## config.mk

```make
export PLATFORM = sky130hd
export DESIGN_NAME = vigenere_cipher_28_symbol_unit
export DESIGN_NICKNAME = d
export VERILOG_FILES = /design/src/rtl/core/vc28_pkg.sv /design/src/rtl/core/vigenere_cipher_28_symbol_unit.sv
export SDC_FILE = /design/constraint.sdc
export NUM_CORES = 1
export LEC_CHECK = 0
export BUFFER_PORTS_ARGS = -buffer_cell sky130_fd_sc_hd__buf_2
export CORE_MARGIN = 5
export CORE_UTILIZATION = 55
export CTS_CLUSTER_DIAMETER = 200
export DETAILED_ROUTE_END_ITERATION = 10
export GPL_ROUTABILITY_DRIVEN = 0
export GPL_TIMING_DRIVEN = 0
export MAX_ROUTING_LAYER = met4
export PLACE_DENSITY_LB_ADDON = 0.12
export SYNTH_ARGS = -nofsm -noshare
export SYNTH_HDL_FRONTEND = slang
export SYNTH_SLANG_ARGS = --single-unit
export TNS_END_PERCENT = 20
```

## constraint.sdc

```tcl
create_clock -name i_clk -period 7.3 [get_ports i_clk]
set_input_delay 0.365 -clock i_clk [delete_from_list [all_inputs] [get_ports i_clk]]
set_output_delay 0.365 -clock i_clk [all_outputs]
set_load 0.03 [all_outputs]
```

## src/rtl/core/vc28_pkg.sv

```systemverilog
// ----------------------------------------------------------------------------
// vc28_pkg
// Shared types, constants and helper functions for the 28-symbol Vigenere
// cipher unit.
// ----------------------------------------------------------------------------
package vc28_pkg;

    localparam int unsigned CHAR_W   = 8;
    localparam int unsigned SYM_W    = 5;
    localparam int unsigned POS_W    = 5;
    localparam int unsigned KEY_W    = 60;
    localparam int unsigned NUM_SYMS = 28;
    localparam int unsigned HALF_KEY = 12;
    localparam int unsigned CFG_IDX_W = 2;

    typedef logic [CHAR_W-1:0] t_char;
    typedef logic [SYM_W-1:0]  t_sym;
    typedef logic [POS_W-1:0]  t_pos;

    // Configuration register indexes.
    localparam logic [CFG_IDX_W-1:0] CFG_MODE       = 2'd0;
    localparam logic [CFG_IDX_W-1:0] CFG_KEY_LENGTH = 2'd1;
    localparam logic [CFG_IDX_W-1:0] CFG_KEY_LOW    = 2'd2;
    localparam logic [CFG_IDX_W-1:0] CFG_KEY_HIGH   = 2'd3;

    // Operating modes.
    localparam logic MODE_ENCRYPT = 1'b0;
    localparam logic MODE_DECRYPT = 1'b1;

    // Special characters.
    localparam t_char CHAR_SPACE = 8'd32;
    localparam t_char CHAR_DOT   = 8'd46;
    localparam t_char CHAR_UP_A  = 8'd65;
    localparam t_char CHAR_UP_Z  = 8'd90;
    localparam t_char CHAR_LO_A  = 8'd97;
    localparam t_char CHAR_LO_Z  = 8'd122;
    localparam t_char CASE_DIFF  = 8'd32;

    localparam t_sym SYM_SPACE = 5'd26;
    localparam t_sym SYM_DOT   = 5'd27;

    // Reduce a value below twice the alphabet size into 0..27.
    function automatic t_sym mod_syms(input logic [SYM_W:0] v);
        logic [SYM_W:0] r;
        r = (v >= (SYM_W+1)'(NUM_SYMS)) ? v - (SYM_W+1)'(NUM_SYMS) : v;
        return r[SYM_W-1:0];
    endfunction

    // Symbol index of a byte: A-Z map to 0..25, space and dot to 26 and 27,
    // everything else to 0.
    function automatic t_sym symbol_index(input t_char b);
        t_char d;
        d = b - CHAR_UP_A;
        if (b == CHAR_SPACE) begin
            return SYM_SPACE;
        end else if (b == CHAR_DOT) begin
            return SYM_DOT;
        end else if (b >= CHAR_UP_A && b <= CHAR_UP_Z) begin
            return d[SYM_W-1:0];
        end
        return '0;
    endfunction

    // Character of the alphabet at a symbol index.
    function automatic t_char alphabet(input t_sym s);
        t_char c;
        if (s == SYM_SPACE) begin
            c = CHAR_SPACE;
        end else if (s == SYM_DOT) begin
            c = CHAR_DOT;
        end else begin
            c = CHAR_UP_A + CHAR_W'(s);
        end
        return c;
    endfunction

endpackage

```

## src/rtl/core/vigenere_cipher_28_symbol_unit.sv

```systemverilog
// ----------------------------------------------------------------------------
// vigenere_cipher_28_symbol_unit
// Byte-stream Vigenere cipher over the alphabet A-Z, space and dot.
// ----------------------------------------------------------------------------
// The unit takes one message byte per item and returns one transformed byte
// per item, in order. Space and dot pass through unchanged; every other byte
// is mapped to a symbol (encrypt mode uppercases a-z first, anything that is
// not A-Z becomes symbol 0) and shifted by the current key symbol modulo 28.
// The key position advances on every byte and returns to zero after a byte
// marked last. The datapath is two registers deep: an input register that
// captures the byte together with the key position it uses, and a result
// register. An item can be accepted in every cycle while the result register
// can load, so the sustained rate is one item per clock unless the output
// stalls. A result passes the input register and then the result register
// before it is valid. The key position counter is the only loop-carried
// state and it resolves in the same cycle an item is accepted. Configuration
// registers must only be written while no item is in flight.
// ----------------------------------------------------------------------------
module vigenere_cipher_28_symbol_unit #(
    parameter int unsigned MAX_KEY_LEN = 24
) (
    input  logic                             i_clk,
    input  logic                             i_rst_n,

    // Configuration write port.
    input  logic                             i_cfg_we,
    input  logic [vc28_pkg::CFG_IDX_W-1:0]   i_cfg_index,
    input  logic [vc28_pkg::KEY_W-1:0]       i_cfg_data,

    // Input item channel.
    input  logic                             i_in_valid,
    output logic                             o_in_ready,
    input  logic [vc28_pkg::CHAR_W-1:0]      i_in_char,
    input  logic                             i_last_char,

    // Result item channel.
    output logic                             o_out_valid,
    input  logic                             i_out_ready,
    output logic [vc28_pkg::CHAR_W-1:0]      o_out_char,
    output logic                             o_end_of_message
);

    localparam vc28_pkg::t_pos MaxLen = vc28_pkg::POS_W'(MAX_KEY_LEN);
    localparam int unsigned NumKeySyms = 2 * vc28_pkg::HALF_KEY;

    // Configuration registers.
    logic                           r_mode;
    vc28_pkg::t_pos                 r_key_length;
    logic [vc28_pkg::KEY_W-1:0]     r_key_low;
    logic [vc28_pkg::KEY_W-1:0]     r_key_high;

    // Key position counter.
    vc28_pkg::t_pos                 r_key_pos;
    vc28_pkg::t_pos                 n_key_pos;

    // Input stage.
    logic                           r_s1_valid;
    vc28_pkg::t_char                r_s1_char;
    logic                           r_s1_last;
    vc28_pkg::t_pos                 r_s1_pos;

    // Result stage.
    logic                           r_out_valid;
    vc28_pkg::t_char                r_out_char;
    logic                           r_out_last;
    vc28_pkg::t_char                n_out_char;

    logic                           in_accept;
    logic                           s2_ready;
    logic                           s1_ready;
    vc28_pkg::t_pos                 eff_len;
    vc28_pkg::t_pos                 pos_used;
    vc28_pkg::t_pos                 pos_inc;

    vc28_pkg::t_sym                 key_syms [NumKeySyms];
    vc28_pkg::t_sym                 key_sym;
    vc28_pkg::t_char                s1_byte;
    vc28_pkg::t_sym                 plain_sym;
    logic [vc28_pkg::SYM_W:0]       shift_sum;

    // ------------------------------------------------------------------
    // Handshake. The result register frees up when its item is taken, and
    // the input stage moves forward whenever the result register can load.
    // ------------------------------------------------------------------
    assign s2_ready   = !r_out_valid || i_out_ready;
    assign s1_ready   = !r_s1_valid || s2_ready;
    assign o_in_ready = s1_ready;
    assign in_accept  = i_in_valid && s1_ready;

    // ------------------------------------------------------------------
    // Key position. A key length of zero acts as one and a length above
    // the maximum is clamped. A position that is past the current length,
    // which can happen when the length shrinks mid-message, restarts at 0.
    // ------------------------------------------------------------------
    always_comb begin
        if (r_key_length == '0) begin
            eff_len = vc28_pkg::POS_W'(1);
        end else if (r_key_length > MaxLen) begin
            eff_len = MaxLen;
        end else begin
            eff_len = r_key_length;
        end

        pos_used = (r_key_pos < eff_len) ? r_key_pos : '0;
        pos_inc  = pos_used + vc28_pkg::POS_W'(1);

        if (i_last_char || pos_inc >= eff_len) begin
            n_key_pos = '0;
        end else begin
            n_key_pos = pos_inc;
        end
    end

    // ------------------------------------------------------------------
    // Cipher datapath between the input stage and the result register.
    // Key symbols 28 to 31 are reduced modulo 28 before use.
    // ------------------------------------------------------------------
    always_comb begin
        for (int j = 0; j < vc28_pkg::HALF_KEY; j++) begin
            key_syms[j]                     = r_key_low[j*vc28_pkg::SYM_W +: vc28_pkg::SYM_W];
            key_syms[j + vc28_pkg::HALF_KEY] =
                r_key_high[j*vc28_pkg::SYM_W +: vc28_pkg::SYM_W];
        end
        key_sym = vc28_pkg::mod_syms({1'b0, key_syms[r_s1_pos]});

        // Encrypt mode folds lowercase letters to uppercase first.
        if (r_mode == vc28_pkg::MODE_ENCRYPT
                && r_s1_char >= vc28_pkg::CHAR_LO_A
                && r_s1_char <= vc28_pkg::CHAR_LO_Z) begin
            s1_byte = r_s1_char - vc28_pkg::CASE_DIFF;
        end else begin
            s1_byte = r_s1_char;
        end

        plain_sym = vc28_pkg::symbol_index(s1_byte);

        if (r_mode == vc28_pkg::MODE_ENCRYPT) begin
            shift_sum = {1'b0, plain_sym} + {1'b0, key_sym};
        end else begin
            shift_sum = {1'b0, plain_sym} + (vc28_pkg::SYM_W+1)'(vc28_pkg::NUM_SYMS)
                        - {1'b0, key_sym};
        end

        // Space and dot always pass through unchanged.
        if (s1_byte == vc28_pkg::CHAR_SPACE || s1_byte == vc28_pkg::CHAR_DOT) begin
            n_out_char = s1_byte;
        end else begin
            n_out_char = vc28_pkg::alphabet(vc28_pkg::mod_syms(shift_sum));
        end
    end

    // ------------------------------------------------------------------
    // Configuration registers.
    // ------------------------------------------------------------------
    always_ff @(posedge i_clk) begin
        if (!i_rst_n) begin
            r_mode       <= vc28_pkg::MODE_ENCRYPT;
            r_key_length <= vc28_pkg::POS_W'(1);
            r_key_low    <= '0;
            r_key_high   <= '0;
        end else if (i_cfg_we) begin
            unique case (i_cfg_index)
                vc28_pkg::CFG_MODE:       r_mode       <= i_cfg_data[0];
                vc28_pkg::CFG_KEY_LENGTH: r_key_length <= i_cfg_data[vc28_pkg::POS_W-1:0];
                vc28_pkg::CFG_KEY_LOW:    r_key_low    <= i_cfg_data;
                vc28_pkg::CFG_KEY_HIGH:   r_key_high   <= i_cfg_data;
                default: begin
                end
            endcase
        end
    end

    // ------------------------------------------------------------------
    // Control state: key position and stage valid flags.
    // ------------------------------------------------------------------
    always_ff @(posedge i_clk) begin
        if (!i_rst_n) begin
            r_key_pos   <= '0;
            r_s1_valid  <= 1'b0;
            r_out_valid <= 1'b0;
        end else begin
            if (in_accept) begin
                r_key_pos <= n_key_pos;
            end
            if (s1_ready) begin
                r_s1_valid <= i_in_valid;
            end
            if (s2_ready) begin
                r_out_valid <= r_s1_valid;
            end
        end
    end

    // ------------------------------------------------------------------
    // Payload registers.
    // ------------------------------------------------------------------
    always_ff @(posedge i_clk) begin
        if (in_accept) begin
            r_s1_char <= i_in_char;
            r_s1_last <= i_last_char;
            r_s1_pos  <= pos_used;
        end
        if (s2_ready && r_s1_valid) begin
            r_out_char <= n_out_char;
            r_out_last <= r_s1_last;
        end
    end

    assign o_out_valid      = r_out_valid;
    assign o_out_char       = r_out_char;
    assign o_end_of_message = r_out_last;

endmodule
```

### Word level (Yosys, flattened, before mapping)

Index checks and enable logic that the tools add are counted.

| word-level totals | value |
|---|---|
| output and inout bits | 11 |
| flip-flop bits (word level) | 156 |
| input port bits | 76 |
| logic and storage cells | 78 |

| cells by class | value |
|---|---|
| bitwise logic cells | 2 |
| reductions and logical operators | 17 |
| eq/ne operators | 7 |
| muxes and demuxes | 21 |
| add/subtract/negate cells | 9 |
| order comparisons | 10 |

Operator list:

| operator | number |
|---|---|
| 5-bit 2-to-1 mux | 12 |
| 8-bit 2-to-1 mux | 4 |
| 5-bit binary-select mux with 5-bit select | 1 |
| 8-bit by 6-bit == test with 1-bit output, second input constant | 2 |
| 8-bit by 7-bit greater-or-equal comparator with 1-bit output, second input constant | 2 |
| 8-bit by 7-bit <= comparator with 1-bit output, second input constant | 2 |
| 5-bit == test, second input constant | 2 |
| 5-bit subtractor, second input constant | 2 |
| 7-bit by 5-bit adder with 8-bit output, first input constant | 1 |
| 2-bit AND reduction | 4 |
| 8-bit by 6-bit subtractor with 8-bit output, second input constant | 1 |
| 5-bit by 5-bit adder with 6-bit output | 1 |
| 5-bit by 5-bit adder with 6-bit output, second input constant | 1 |
| 6-bit by 5-bit greater-or-equal comparator with 1-bit output, second input constant | 1 |
| 6-bit greater-or-equal comparator, second input constant | 1 |
| 6-bit 2-to-1 mux | 1 |
| 5-bit inverter with 6-bit output | 1 |
| 6-bit by 5-bit subtractor with 6-bit output | 1 |
| 5-bit by 1-bit adder with 5-bit output, second input constant | 1 |
| 5-bit greater-or-equal comparator | 1 |
| 5-bit greater-or-equal comparator, second input constant | 1 |
| 5-bit greater-than comparator, second input constant | 1 |
| 1-bit logical AND | 5 |
| 5-bit logical NOT | 1 |
| 9 further kinds | 16 |

### Logic depth before layout (Yosys ltp)

| depth | value |
|---|---|
| depth in word-level cells | 19 |
| mapped depth | 23 |
| gate-level depth less buffers | 22 |

### Least setup slack after synthesis

Ideal clock, no wire load.

| path | value |
|---|---|
| kind | register to register |
| start point | reg r_s1_pos[0] |
| end point | reg r_out_char[5] (netlist: o_out_char[5]) (data pin) |
| arrival time | 5.081 ns |
| data required time | 7.041 ns |
| path buffers | 2 |
| setup slack | 1.960 ns |
| stages on the path, launching flop included | 22 |
| period minus slack after synthesis | 5.340 ns |
| setup time | 0.259 ns |
| cells stage by stage | edfxtp_1 buf_6 buf_6 mux4_2 mux4_2 a21oi_1 inv_1 ha_1 and4b_1 mux2i_1 ha_1 inv_1 fa_1 xor2_1 o22ai_1 a211oi_1 ha_1 inv_1 o22ai_2 xnor2_2 o31ai_4 or2_1 |

| on the way | value |
|---|---|
| longest elaborated chain between the ends | 14 |
| elaborated cells between the ends (all ways) | 19 |
| those cells by class | add/sub (5); order compare (2); eq/ne (2); mux (9); bitwise (1) |

Ends and longest elaborated chain:

| item | RTL line | source |
|---|---|---|
| start: declaration | vigenere_cipher_28_symbol_unit.sv:60 | `vc28_pkg::t_pos r_s1_pos;` |
| start signal: assignment | vigenere_cipher_28_symbol_unit.sv:201 | `r_s1_pos <= pos_used;` |
| 5-bit inverter with 6-bit output (not written as such) * | vigenere_cipher_28_symbol_unit.sv:124 | `key_sym = vc28_pkg::mod_syms({1'b0, key_syms[r_s1_pos]});` |
| 5-bit binary-select mux with 5-bit select * | vigenere_cipher_28_symbol_unit.sv:124 |  |
| 5-bit 2-to-1 mux (not written as such) * (2 in a row) | vigenere_cipher_28_symbol_unit.sv:124 |  |
| 5-bit subtractor / 5-bit greater-or-equal comparator (equally long branches) | vc28_pkg.sv:45 | `r = (v >= (SYM_W+1)'(NUM_SYMS)) ? v - (SYM_W+1)'(NUM_SYMS) : v;` |
| 5-bit 2-to-1 mux * | vc28_pkg.sv:45 |  |
| 6-bit by 5-bit subtractor with 6-bit output / 5-bit by 5-bit adder with 6-bit output (equally long branches) | vigenere_cipher_28_symbol_unit.sv:141, vigenere_cipher_28_symbol_unit.sv:138 |  |
| 6-bit 2-to-1 mux * | vigenere_cipher_28_symbol_unit.sv:137 | `if (r_mode == vc28_pkg::MODE_ENCRYPT) begin` |
| 5-bit subtractor / 6-bit by 5-bit greater-or-equal comparator with 1-bit output (equally long branches) | vc28_pkg.sv:45 |  |
| 5-bit 2-to-1 mux * | vc28_pkg.sv:45 |  |
| 7-bit by 5-bit adder with 8-bit output / 5-bit == test (equally long branches) | vc28_pkg.sv:72, vc28_pkg.sv:69 |  |
| 8-bit 2-to-1 mux | vc28_pkg.sv:69 | `end else if (s == SYM_DOT) begin` |
| 8-bit 2-to-1 mux * | vc28_pkg.sv:67 | `if (s == SYM_SPACE) begin` |
| 8-bit 2-to-1 mux * | vigenere_cipher_28_symbol_unit.sv:145 | `if (s1_byte == vc28_pkg::CHAR_SPACE \|\| s1_byte == vc28_pkg::CHAR_DOT) begin` |
| named net n_out_char[5] | vigenere_cipher_28_symbol_unit.sv:66 | `vc28_pkg::t_char n_out_char;` |
| end signal: assignment | vigenere_cipher_28_symbol_unit.sv:204 | `r_out_char <= n_out_char;` |
| end: declaration | vigenere_cipher_28_symbol_unit.sv:64 | `vc28_pkg::t_char r_out_char;` |

Mark *: on every way through the listed nets, which the timed path passes. The rest lies on a longest branch. The select of a mux whose other input is x is not followed.
A chain may end at the register's enable or synchronous reset.

### Final worst setup path

| path | value |
|---|---|
| start point | reg r_s1_pos[1] |
| end point | reg r_out_char[1] (netlist: o_out_char[1]) (data pin) |

Same word-level chain as after synthesis.

==> run_results.csv <==
group,metric,value,unit
critical_path,worstPathCellList,"buf_2, buf_2, mux4_2, mux4_2, a21oi_1, inv_1, ha_1, and4b_1, mux2i_1, ha_1, inv_1, fa_1, xor2_1, o22ai_1, a211oi_1, ha_1, inv_1, o22ai_2, xnor2_2, o31ai_2, o22ai_1",
synthesis,yosysTopAreaCellShare,0.3343,
min_path,hold_start,"i_in_char[6]",
timing,max_slew_margin,0.4420,
global_route,grt_max_degree,17,
drt,drt_iter0_drc,487,
global_route,grt_pass1_vias,6322,
floorplan,start_util,0.5543,
critical_path,worstPathMaxFanout,10,
synthesis,synth_edf_count,23,
clock_network,postCtsHoldBufs,0,
placed_design,dp_hpwl,15600,um
placed_design,postPlaceCellArea,8616,um^2
drt,drc_errors,0,
clock_network,cts_tree,"built",
finish,postLayoutCellArea,9220,um^2
drt,num_vias,6490,
timing,holdWs,0.1142,ns
clock_network,h-tree-depth,4,
floorplan,coreArea,14370,um^2
timing,skew,0.009184,ns
drt,drtPass1Iterations,4,
synthesis,netlist_instances,866,
critical_path,critical_path_class,"flop to flop",
finish,syn2layout_area_growth,15.76,%
critical_path,path_delay_family,"compound AO/OA/AOI/OAI gates",
drt,antenna_left,0,
critical_path,cp-end-kind,"flop",
global_route,grt_overflow,0,
pwr,power.total,2050,uW
job,drv_cap,0,
synthesis,syn_nets,976,
pwr,peakVddDrop,177.4,uV
min_path,hold_class,"input pin to flop",
critical_path,required,7.46,ns
timing,post-route-min-period,6.321,ns
finish,fillers,1286,
critical_path,r2r_cells,21,
synthesis,yosysTopAreaCell,"dfxtp_1",
critical_path,cp.arrival,6.48,ns
critical_path,critPathMaxStageDelay,0.49,ns
critical_path,worstSetupStartpointType,"flop",
timing,finalCritPeriodShare,0.8660,
clock_network,root_buffer,"clkbuf_16",
synthesis,syn_area,7965,um^2
synthesis,seq_area_frac_synth,0.4210,
placed_design,dp.cells,1134,
synthesis,synth-async-reset-ratio,0,
timing,slew_viol_final,0,
clock_network,clkSinkCount,156,
synthesis,ys_dominant_reg_cell,"dfxtp_1",
timing,rsz0062_at_grt,"false",
critical_path,r2r_start,"r_s1_pos[1]",
critical_path,crit_cells,21,
clock_network,clock_path_buffers,2,
clock_network,path_clk_slew,0.06,ns
drt,vias_per_cell,5.566,
pwr,power.leakage,0.003497,uW
finish,final_common_cell,"nand2_1",
finish,final_cell_mix,"nand2_1, dfxtp_1, a21boi_0",
floorplan,die_y,130.3,um
global_route,grtUsageTotal,0.2651,
critical_path,cp.buffers_inverters,5,
timing,setup_viol,0,
clock_network,clk_latency,0.43,ns
finish,nets,1079,
timing,finalHoldViolCount,0,
finish,instances_no_fill,1166,
synthesis,ys_seq_elements,156,
min_path,hold_end,"r_s1_char[6]",
critical_path,r2r-end,"o_out_char[1]",
finish,drive_gt1_frac,0.1650,
finish,ff_latch_area,3353,um^2
timing,worstMarginPinSlew,0.8352,ns
timing,max_freq,158.2,MHz
synthesis,ys.warnings.count,0,
timing,tns,0,ns
critical_path,ff2ff_setup_slack,0.98,ns
global_route,antenna_found_initial,0,
pwr,powerDensity,222.4,nW/um^2
synthesis,synth.area.top_cells,"dfxtp_1, nand2_1, a21boi_0",
synthesis,syn_avg_cell_area,9.198,um^2
global_route,grt_first_pass_wirelength,33200,um
floorplan,die_w,130.3,um
clock_network,cts_buffers,17,
min_path,min_path_cells,1,
critical_path,cpMaxStageDelayCell,"edfxtp_1",
synthesis,synth_cell_types,58,
finish,multiInputGateArea,4268,um^2
floorplan,io_pins,87,
clock_network,cts_resized,0,
placed_design,io_buffers,84,
clock_network,cts_setup_buffers,0,
drt,wl_per_cell,18.25,um
drt,wl,21280,um
floorplan,die-area,16990,um^2
finish,antenna_cells,0,
status,outcome,"completed",
floorplan,rows,44,
==> cells in the mapped netlist, drive strengths merged, types with 2 or more instances <==
library cell  count
nor2             22
nor4              4
o21a              5
nand3b            2
a211oi            3
ha               32
clkbuf           44
fa                2
o22ai             4
xor2              6
or2               2
dfxtp           133
mux4             32
a21oi            10
mux2i            19
inv              33
o31ai             3
a21o              4
nand3             7
xnor2             6
nand2b            6
a21boi          123
o21ai            13
o22a              2
a22oi             3
buf               9
nor3             13
and3              2
edfxtp           23
nor2b            20
nand2           261
==> worst max path at each step <==
stage	from	to	slack, ns
after floorplan	r_s1_pos[0]	o_out_char[5]	1.96
after CTS	r_s1_pos[1]	o_out_char[0]	0.98
after global placement	r_s1_pos[1]	o_out_char[0]	1.01
final	r_s1_pos[1]	o_out_char[1]	0.98
after global routing	r_s1_pos[1]	o_out_char[0]	0.58
after detailed placement	r_s1_pos[1]	o_out_char[0]	1.03
==> sequential cells by signal, indices dropped and copies added, names as in the netlist <==
signal,flops
r_mode,1
r_key_high,60
r_key_pos,5
r_s1_pos,5
o_end_of_message,1
r_s1_char,8
r_s1_valid,1
r_key_length,5
r_s1_last,1
o_out_valid,1
r_key_low,60
o_out_char,8
==> routing by layer <==
layer | track usage | wire (um) | vias to the layer above
met5 | - | 0 | -
met4 | 0.08106 | 482 | 0
met3 | 0.05158 | 1158 | 37
met2 | 0.4436 | 10420 | 182
met1 | 0.3262 | 9218 | 3102
li1 | - | - | 3169
==> cell families after synthesis <==
family                     after synthesis  share of synthesized area
AOI/OAI and AO/OA                      179                     0.1670
xor gates and xnor gates                12                    0.01414
adders and majority gates               34                    0.05529
buffers and inverters                   86                    0.04320
DFF                                    156                     0.4210
muxes                                   52                     0.1158
other                                    1                  0.0004708
and+or+nand+nor                        346                     0.1832
==> area by class of cell <==
class,instances,area share
clock buffer,21,0.05116
sequential,156,0.3637
timing repair buffer,84,0.04560
multi-input combinational,624,0.4629
clock inverter,11,0.01438
tap,184,0.02497
inverter,33,0.01343
buffer,53,0.02388
==> report_power, final <==
part / total (uW) / internal (uW) / leakage, uW / switching [uW]
combinational: 222 / 91.6 / 0.00191 / 130
clock: 906 / 537 / 0.000289 / 370
sequential: 922 / 904 / 0.00130 / 18.2
==> metrics by stage <==
step,worst slack (ns),util
after floorplan,1.960,-
after global placement,1.005,0.5996
after detailed placement,1.030,0.5996
after CTS,0.9838,0.6417
after global routing,0.5822,0.6417
final,0.9785,0.6417
==> worst register-to-register path, delay by kind of cell, from the launching register on <==
family                   cells  cell delay [ns]
AO/OA/AOI/OAI                6             1.53
XOR/XNOR                     2             0.36
adder cells (fa/ha/maj)      4             1.30
buffers and inverters        5             1.09
flip-flops                   1             0.49
multiplexers                 3             1.04
AND/OR/NAND/NOR              1             0.26
No activity file was read; power rests on OpenSTA's default activity.
